`src/rtl/core/sdx_pkg.sv`:
```
// Package holding the transaction types, the letter table and the shared constants.
package sdx_pkg;

  localparam int unsigned CODE_DIGITS = 3;
  localparam int unsigned CHAR_W      = 8;
  localparam int unsigned DIGIT_W     = 3;
  localparam int unsigned COUNT_W     = 2;

  localparam logic [CHAR_W-1:0] CHAR_LOWER_A = 8'h61;
  localparam logic [CHAR_W-1:0] CHAR_LOWER_Z = 8'h7A;
  localparam logic [CHAR_W-1:0] CHAR_UPPER_A = 8'h41;
  localparam logic [CHAR_W-1:0] CHAR_UPPER_Z = 8'h5A;
  localparam logic [CHAR_W-1:0] CASE_OFFSET  = 8'h20;

  typedef logic [DIGIT_W-1:0] digit_t;
  typedef logic [COUNT_W-1:0] count_t;

  typedef struct packed {
    logic [CHAR_W-1:0] char_code;
    logic              last_char;
  } in_item_t;

  typedef struct packed {
    logic [CHAR_W-1:0] lead_letter;
    digit_t            digit_one;
    digit_t            digit_two;
    digit_t            digit_three;
  } out_item_t;

  // Code digit for each letter A..Z, indexed from A; 0 means the letter is dropped.
  function automatic digit_t letter_code(input logic [4:0] idx);
    digit_t code;
    unique case (idx)
      5'd1, 5'd5, 5'd15, 5'd21:                        code = 3'd1;
      5'd2, 5'd6, 5'd9, 5'd10, 5'd16, 5'd18, 5'd23, 5'd25: code = 3'd2;
      5'd3, 5'd19:                                     code = 3'd3;
      5'd11:                                           code = 3'd4;
      5'd12, 5'd13:                                    code = 3'd5;
      5'd17:                                           code = 3'd6;
      default:                                         code = 3'd0;
    endcase
    return code;
  endfunction

endpackage

```
`src/rtl/core/sdx_in_reg.sv`:
```
// Input register stage holding one accepted character transaction.
module sdx_in_reg (
  input  logic             clk,
  input  logic             rst_n,
  input  logic             in_valid,
  output logic             in_ready,
  input  sdx_pkg::in_item_t in_item,
  input  logic             advance,
  output logic             held_valid,
  output sdx_pkg::in_item_t held_item
);

  logic              valid_r;
  logic              valid_nxt;
  sdx_pkg::in_item_t item_r;

  // The stage takes a new transaction whenever it is empty or being emptied.
  assign in_ready = !valid_r || advance;
  assign valid_nxt = in_valid ? 1'b1 : (valid_r && !advance);

  always_ff @(posedge clk) begin
    if (!rst_n) begin
      valid_r <= 1'b0;
    end else begin
      valid_r <= valid_nxt;
    end
  end

  always_ff @(posedge clk) begin
    if (in_valid && in_ready) begin
      item_r <= in_item;
    end
  end

  assign held_valid = valid_r;
  assign held_item  = item_r;

endmodule

```
`src/rtl/core/sdx_coder.sv`:
```
// Word state and the per-character coding logic.
module sdx_coder (
  input  logic               clk,
  input  logic               rst_n,
  input  logic               step,
  input  sdx_pkg::in_item_t  item,
  output sdx_pkg::out_item_t result
);

  logic                          started_r;
  logic [sdx_pkg::CHAR_W-1:0]    lead_r;
  sdx_pkg::count_t               count_r;
  sdx_pkg::digit_t               store_r [sdx_pkg::CODE_DIGITS];

  logic                          started_nxt;
  logic [sdx_pkg::CHAR_W-1:0]    lead_nxt;
  sdx_pkg::count_t               count_nxt;
  sdx_pkg::digit_t               store_nxt [sdx_pkg::CODE_DIGITS];

  logic [sdx_pkg::CHAR_W-1:0]    up;
  logic                          is_lower;
  logic                          is_letter;
  logic [sdx_pkg::CHAR_W-1:0]    letter_off;
  sdx_pkg::digit_t               code;
  sdx_pkg::digit_t               prev_digit;
  logic                          take;

  assign is_lower   = (item.char_code >= sdx_pkg::CHAR_LOWER_A) &&
                      (item.char_code <= sdx_pkg::CHAR_LOWER_Z);
  assign up         = is_lower ? (item.char_code - sdx_pkg::CASE_OFFSET) : item.char_code;
  assign is_letter  = (up >= sdx_pkg::CHAR_UPPER_A) && (up <= sdx_pkg::CHAR_UPPER_Z);
  assign letter_off = up - sdx_pkg::CHAR_UPPER_A;
  assign code       = sdx_pkg::letter_code(letter_off[4:0]);

  always_comb begin
    unique case (count_r)
      2'd1:    prev_digit = store_r[0];
      2'd2:    prev_digit = store_r[1];
      2'd3:    prev_digit = store_r[2];
      default: prev_digit = '0;
    endcase
  end

  // A repeat of the lead letter is skipped only while no digit is stored.
  assign take = started_r && (count_r != sdx_pkg::count_t'(sdx_pkg::CODE_DIGITS)) &&
                is_letter && (code != '0) &&
                !((count_r != '0) && (prev_digit == code)) &&
                !((count_r == '0) && (up == lead_r));

  always_comb begin
    started_nxt = 1'b1;
    lead_nxt    = started_r ? lead_r : up;
    count_nxt   = take ? (count_r + 2'd1) : count_r;
    for (int i = 0; i < sdx_pkg::CODE_DIGITS; i++) begin
      store_nxt[i] = (take && (count_r == sdx_pkg::count_t'(i))) ? code : store_r[i];
    end
  end

  assign result.lead_letter = lead_nxt;
  assign result.digit_one   = store_nxt[0];
  assign result.digit_two   = store_nxt[1];
  assign result.digit_three = store_nxt[2];

  always_ff @(posedge clk) begin
    if (!rst_n) begin
      started_r <= 1'b0;
      lead_r    <= '0;
      count_r   <= '0;
      for (int i = 0; i < sdx_pkg::CODE_DIGITS; i++) begin
        store_r[i] <= '0;
      end
    end else if (step) begin
      if (item.last_char) begin
        started_r <= 1'b0;
        lead_r    <= '0;
        count_r   <= '0;
        for (int i = 0; i < sdx_pkg::CODE_DIGITS; i++) begin
          store_r[i] <= '0;
        end
      end else begin
        started_r <= started_nxt;
        lead_r    <= lead_nxt;
        count_r   <= count_nxt;
        for (int i = 0; i < sdx_pkg::CODE_DIGITS; i++) begin
          store_r[i] <= store_nxt[i];
        end
      end
    end
  end

endmodule

```
`src/rtl/core/sdx_out_reg.sv`:
```
// Result register holding one finished code until it is taken.
module sdx_out_reg (
  input  logic               clk,
  input  logic               rst_n,
  input  logic               load,
  input  sdx_pkg::out_item_t load_item,
  output logic               free,
  output logic               out_valid,
  input  logic               out_ready,
  output sdx_pkg::out_item_t out_item
);

  logic               valid_r;
  logic               valid_nxt;
  sdx_pkg::out_item_t item_r;

  assign free      = !valid_r || out_ready;
  assign valid_nxt = load ? 1'b1 : (valid_r && !out_ready);

  always_ff @(posedge clk) begin
    if (!rst_n) begin
      valid_r <= 1'b0;
    end else begin
      valid_r <= valid_nxt;
    end
  end

  always_ff @(posedge clk) begin
    if (load) begin
      item_r <= load_item;
    end
  end

  assign out_valid = valid_r;
  assign out_item  = item_r;

endmodule

```
`src/rtl/core/soundex_encoder.sv`:
```
// Top level of the streaming Soundex coder.
//
// The block takes a word one character per transaction, first character
// first, with last_char set on the final one. The first character is kept,
// folded to upper case, as the lead letter; later letters are folded, mapped
// to code digits 1 to 6, with vowels, H, W and Y dropped, a repeat of the
// last stored digit dropped, and, before any digit is stored, a repeat of
// the lead letter skipped. Non-letters after the first character are
// ignored. At most three digits are kept and unused digits read 0. One
// result transaction appears for each character flagged last, after which a
// new word starts. Each character passes from the input register through
// the table lookup and a few compares into the word state, and a final
// character also loads the result register, so the result is offered in
// the cycle after the final character has left the input register and can
// be taken at the edge that follows. A character is accepted in every cycle
// while results are being taken; a final character only waits when the
// previous result is still held in the result register.
module soundex_encoder (
  input  logic               clk,
  input  logic               rst_n,
  input  logic               in_valid,
  output logic               in_ready,
  input  sdx_pkg::in_item_t  in_item,
  output logic               out_valid,
  input  logic               out_ready,
  output sdx_pkg::out_item_t out_item
);

  logic               held_valid;
  sdx_pkg::in_item_t  held_item;
  logic               out_free;
  logic               advance;
  logic               load_result;
  sdx_pkg::out_item_t result;

  // A held character moves on unless it ends a word and the result register
  // is still occupied by an earlier code that has not been taken.
  assign advance     = held_valid && (!held_item.last_char || out_free);
  assign load_result = advance && held_item.last_char;

  sdx_in_reg u_in_reg (
    .clk        (clk),
    .rst_n      (rst_n),
    .in_valid   (in_valid),
    .in_ready   (in_ready),
    .in_item    (in_item),
    .advance    (advance),
    .held_valid (held_valid),
    .held_item  (held_item)
  );

  sdx_coder u_coder (
    .clk    (clk),
    .rst_n  (rst_n),
    .step   (advance),
    .item   (held_item),
    .result (result)
  );

  sdx_out_reg u_out_reg (
    .clk       (clk),
    .rst_n     (rst_n),
    .load      (load_result),
    .load_item (result),
    .free      (out_free),
    .out_valid (out_valid),
    .out_ready (out_ready),
    .out_item  (out_item)
  );

endmodule

```
`config.mk`:
```
export PLATFORM = sky130hd
export DESIGN_NAME = soundex_encoder
export DESIGN_NICKNAME = d
export VERILOG_FILES = /design/src/rtl/core/sdx_pkg.sv /design/src/rtl/core/sdx_in_reg.sv /design/src/rtl/core/sdx_coder.sv /design/src/rtl/core/sdx_out_reg.sv /design/src/rtl/core/soundex_encoder.sv
export SDC_FILE = /design/constraint.sdc
export NUM_CORES = 1
export LEC_CHECK = 0
export BUFFER_PORTS_ARGS = -buffer_cell sky130_fd_sc_hd__buf_2
export CORE_ASPECT_RATIO = 0.8
export CORE_MARGIN = 5
export CORE_UTILIZATION = 27
export CTS_BUF_LIST = sky130_fd_sc_hd__clkbuf_8 sky130_fd_sc_hd__clkbuf_16
export DETAILED_ROUTE_END_ITERATION = 7
export GPL_ROUTABILITY_DRIVEN = 0
export GPL_TIMING_DRIVEN = 0
export PLACE_DENSITY = 0.52
export SYNTH_ARGS = -nofsm -noshare
export SYNTH_HDL_FRONTEND = slang
export SYNTH_SLANG_ARGS = --single-unit
```
`constraint.sdc`:
```
create_clock -name clk -period 7.4 [get_ports clk]
set_input_delay 0.74 -clock clk [delete_from_list [all_inputs] [get_ports clk]]
set_output_delay 0.74 -clock clk [all_outputs]
set_load 0.02 [all_outputs]
```
==> implementation parameters <==
Parameter                              Value

GRT
  Via count of the first global-routing pass    between 1,500 and 2,000
  Number of antenna violations at the first check in global routing    0
  Overall fraction of global-route tracks in use    0.101
  Overflow after GRT    0
  Pin count of the biggest net entering global routing    18
  Global-route wire length before repair    just under 10,000 microns

Power and ir drop
  Net switching power of the design    around 150 uW
  Largest vdd supply drop    roughly 0.12 mV
  Internal Pwr Total    between 500 and 600 uW
  Share of power burned in registers    0.437
  Static Leakage    0.00125 uW
  Switching power share of the total    0.214
  Combinational fraction of design power    0.101
  Clock network fraction of design power    0.462
  Ratio of total power to cell area    around 220 nW/um^2
  Total design power    ~710 uW

Routing
  TritonRoute pass-1 iters    4
  WL/cell    between 10 and 15 microns
  Via/cell ratio    around 4.5
  Total detailed-routing wirelength    between 5000 and 6000 microns
  Initial detailed-routing violation count    94
  Number of vias after detailed routing    between 1,500 and 2,000
  Final ANT Viol Nets    0
  Total DRC errors in the routed layout    0

Yosys
  Post-Syn Nets    ~260
  Fraction of post-synthesis cell area in the top cell type by area    0.393
  Distinct cell type count of the synthesized netlist    56
  Ys Warns    0
  Register bit total from synthesis    48
  Synth Instances    around 230
  Sequential area share after synthesis    0.490
  Netlist area before placement    2670 sq um
  Cell with the most instances after synthesis    sky130_fd_sc_hd__edfxtp_1
  Count of flip-flops with a built-in enable after synthesis    35
  Top cells by area in the synthesized netlist    sky130_fd_sc_hd__edfxtp_1 (39%), sky130_fd_sc_hd__dfxtp_1 (9.7%), sky130_fd_sc_hd__ha_1 (6.1%), sky130_fd_sc_hd__mux2i_1 (4.9%), sky130_fd_sc_hd__nand2_1 (3.9%)
  Cell taking the most area after synthesis    sky130_fd_sc_hd__edfxtp_1
  Most numerous cell types in the synthesized netlist    sky130_fd_sc_hd__edfxtp_1 (35), sky130_fd_sc_hd__nand2_1 (28)
  Avg Synthesized Cell Area    11.7 sq um
  Most frequently used flop master after synthesis    sky130_fd_sc_hd__edfxtp_1
  Share of synthesized flip-flops with an asynchronous set or reset    0

Run
  Maxcap violations    0

Final layout
  Count of fill cells added during filler insertion    roughly 1,000
  Sequential cell area    roughly 1300 sq um
  Area of the multi-input gates    approximately 1300 sq um
  Area Overhead vs Synth    20.3%
  Post-Layout Cell Count    404
  Share of the core filled with cells in the final layout    0.333
  Net count of the finished layout    roughly 300
  Share of post-route cells with drive strength above 1    0.243
  Antenna Cells    0

STA
  Final Hold Vio Count    0
  Final period utilization    0.543
  Final max-slew violation count    0
  Tightest slew margin relative to the limit    0.334
  Final Skew    a little over 0.01 ns
  Setup_tns    0 ns
  Post-layout minimum cycle time    between 4 and 5 ns
  Max Clk Rate    249 MHz
  RSZ-0062 raised after global routing    false
  Number of setup violations in the final report    0
  Worst-Margin Slew    about 1 ns
  Worst Slack Setup Final    3.38 ns

Setup path
  Classification of the worst setup path    flip-flop to flip-flop
  Critical path startpoint category    flip-flop
  Top fanout value on the critical path    9
  Kind of end point of the critical path    flip-flop
  Req. time, crit path    7.44 ns
  Reg2Reg Depth    12
  CP arrival    4.05 ns

Clock tree
  Setup Buffers After CTS    0
  Number of H-tree branching levels    2
  Hold buffer count at cts    0
  CTS-repair resized insts    0
  Clock-pin slew reported for the worst setup and hold paths after clock tree synthesis    about 0.06 ns
  Number of buffers created by CTS    5
  Clock latency of the later-clocked register in the worst-skew pair    slightly below 0.3 ns
  Clock tree from TritonCTS    done
  Buffer cell driving the clock tree root    sky130_fd_sc_hd__clkbuf_16
  Buffer depth of the longest clock path    2
  CTS sink cnt    48

Die
  Die extent in y    around 100 microns
  Boundary Pins    32
  Effective utilization at floorplan    0.277
  Die width    121 microns
  Die area    ~12,000 sq um
  Standard cell core area    approximately 9600 sq um
  Standard-cell row count    32

Hold path
  WHS Path Cells    1
  Hold Path Class    flip-flop to flip-flop

Placement
  Count of input and output buffers    31
  Placed wire-length estimate    4120 microns
  Number of placed instances, taps included    396
  Pre-CTS setup slack    between 3 and 4 ns

Run status
  Run status    finished, final reports clean
[state kept, by name (all words and copies together) (netlist names)]
register             cells
u_coder.count_r          2
u_coder.lead_r           8
u_coder.started_r        1
u_coder.store_r          9
u_in_reg.held_item       9
u_in_reg.held_valid      1
u_out_reg.out_item      17
u_out_reg.out_valid      1
[metrics by stage]
stage               hold WS [ns]  instance area [sq um]
floorplan                  0.488                   2670
global placement           0.505                   3000
detailed placement         0.512                   3000
CTS                        0.533                   3220
global route               0.555                   3220
finish                     0.536                   3220
[cell usage in the layout (no fill, tap or decap), types with 3 or more instances in the layout]
master / synthesis / final
sky130_fd_sc_hd__xor2_1: 3 / 3
sky130_fd_sc_hd__a22o_1: 6 / 6
sky130_fd_sc_hd__inv_1: 13 / 13
sky130_fd_sc_hd__o221ai_1: 3 / 3
sky130_fd_sc_hd__mux2_2: 9 / 9
sky130_fd_sc_hd__nand2b_1: 3 / 3
sky130_fd_sc_hd__buf_2: 1 / 32
sky130_fd_sc_hd__edfxtp_1: 35 / 35
sky130_fd_sc_hd__nor2_1: 4 / 3
sky130_fd_sc_hd__ha_1: 13 / 13
sky130_fd_sc_hd__xnor2_1: 5 / 5
sky130_fd_sc_hd__nor2b_1: 4 / 4
sky130_fd_sc_hd__dfxtp_1: 13 / 13
sky130_fd_sc_hd__mux2i_1: 13 / 13
sky130_fd_sc_hd__clkbuf_1: 7 / 7
sky130_fd_sc_hd__bufinv_16: 0 / 3
sky130_fd_sc_hd__mux2_4: 3 / 3
sky130_fd_sc_hd__a21o_1: 5 / 5
sky130_fd_sc_hd__a21oi_1: 4 / 4
sky130_fd_sc_hd__nand4_1: 3 / 3
sky130_fd_sc_hd__clkbuf_16: 0 / 5
sky130_fd_sc_hd__nor4_1: 3 / 3
sky130_fd_sc_hd__o21ai_0: 7 / 7
sky130_fd_sc_hd__a222oi_1: 3 / 3
sky130_fd_sc_hd__nand2_1: 28 / 28
sky130_fd_sc_hd__nor3_1: 4 / 4
[final cells by class]
type | count | share of cell area
Clock inverter | 3 | 0.0280
Timing Repair Buffer | 31 | 0.0482
Buffer | 10 | 0.0167
Multi-Input combinational cell | 158 | 0.392
Sequential cell | 48 | 0.408
Clock buffer | 5 | 0.0389
Inverter | 13 | 0.0152
Tap cell | 136 | 0.0529
[power groups by stage]
stage / clock, uW / combinational, uW / sequential [uW]
after global placement: 0 / 71.9 / 315
after detailed placement: 0 / 71.7 / 315
final: 328 / 71.8 / 310
after floorplan: 0 / 48.2 / 317
after CTS: 335 / 72.5 / 310
after global routing: 347 / 80.2 / 311
[worst paths after layout]
check | from | endpoint | slack (ns)
max | u_in_reg.held_item[1] | u_out_reg.out_item[6] | 3.38
min | u_coder.lead_r[2] | u_coder.lead_r[2] | 0.54
max reg2reg | u_in_reg.held_item[1] | u_out_reg.out_item[6] | 3.38
min reg2reg | u_coder.lead_r[2] | u_coder.lead_r[2] | 0.54
[cell families after synthesis]
group	synth area share
AO/OA/AOI/OAI	0.140
XOR/XNOR	0.0384
adder cells (fa/ha/maj)	0.0608
buffers and inverters	0.0384
flip-flops	0.490
multiplexers	0.103
AND/OR/NAND/NOR	0.128
[per-layer routing]
metal	vias to the layer above	global-route usage	part of all wire
met5	-	0	0
met4	0	0.0258	0.0070
met3	5	0.0321	0.052
met2	45	0.132	0.40
met1	851	0.157	0.54
li1	935	-	-
[worst max-delay path, stage by stage, from the launching register on]
cell and delay [ns]:
sky130_fd_sc_hd__edfxtp_1 0.55, sky130_fd_sc_hd__inv_1 0.22, sky130_fd_sc_hd__ha_1 0.24, sky130_fd_sc_hd__inv_1 0.09, sky130_fd_sc_hd__ha_1 0.27, sky130_fd_sc_hd__clkbuf_1 0.29
sky130_fd_sc_hd__mux2i_1 0.23, sky130_fd_sc_hd__mux2i_1 0.11, sky130_fd_sc_hd__a21o_1 0.19, sky130_fd_sc_hd__a2111oi_0 0.66, sky130_fd_sc_hd__a211oi_2 0.19, sky130_fd_sc_hd__nand2_1 0.33
sky130_fd_sc_hd__mux2_2 0.38
No activity file was read; power rests on OpenSTA's default activity.
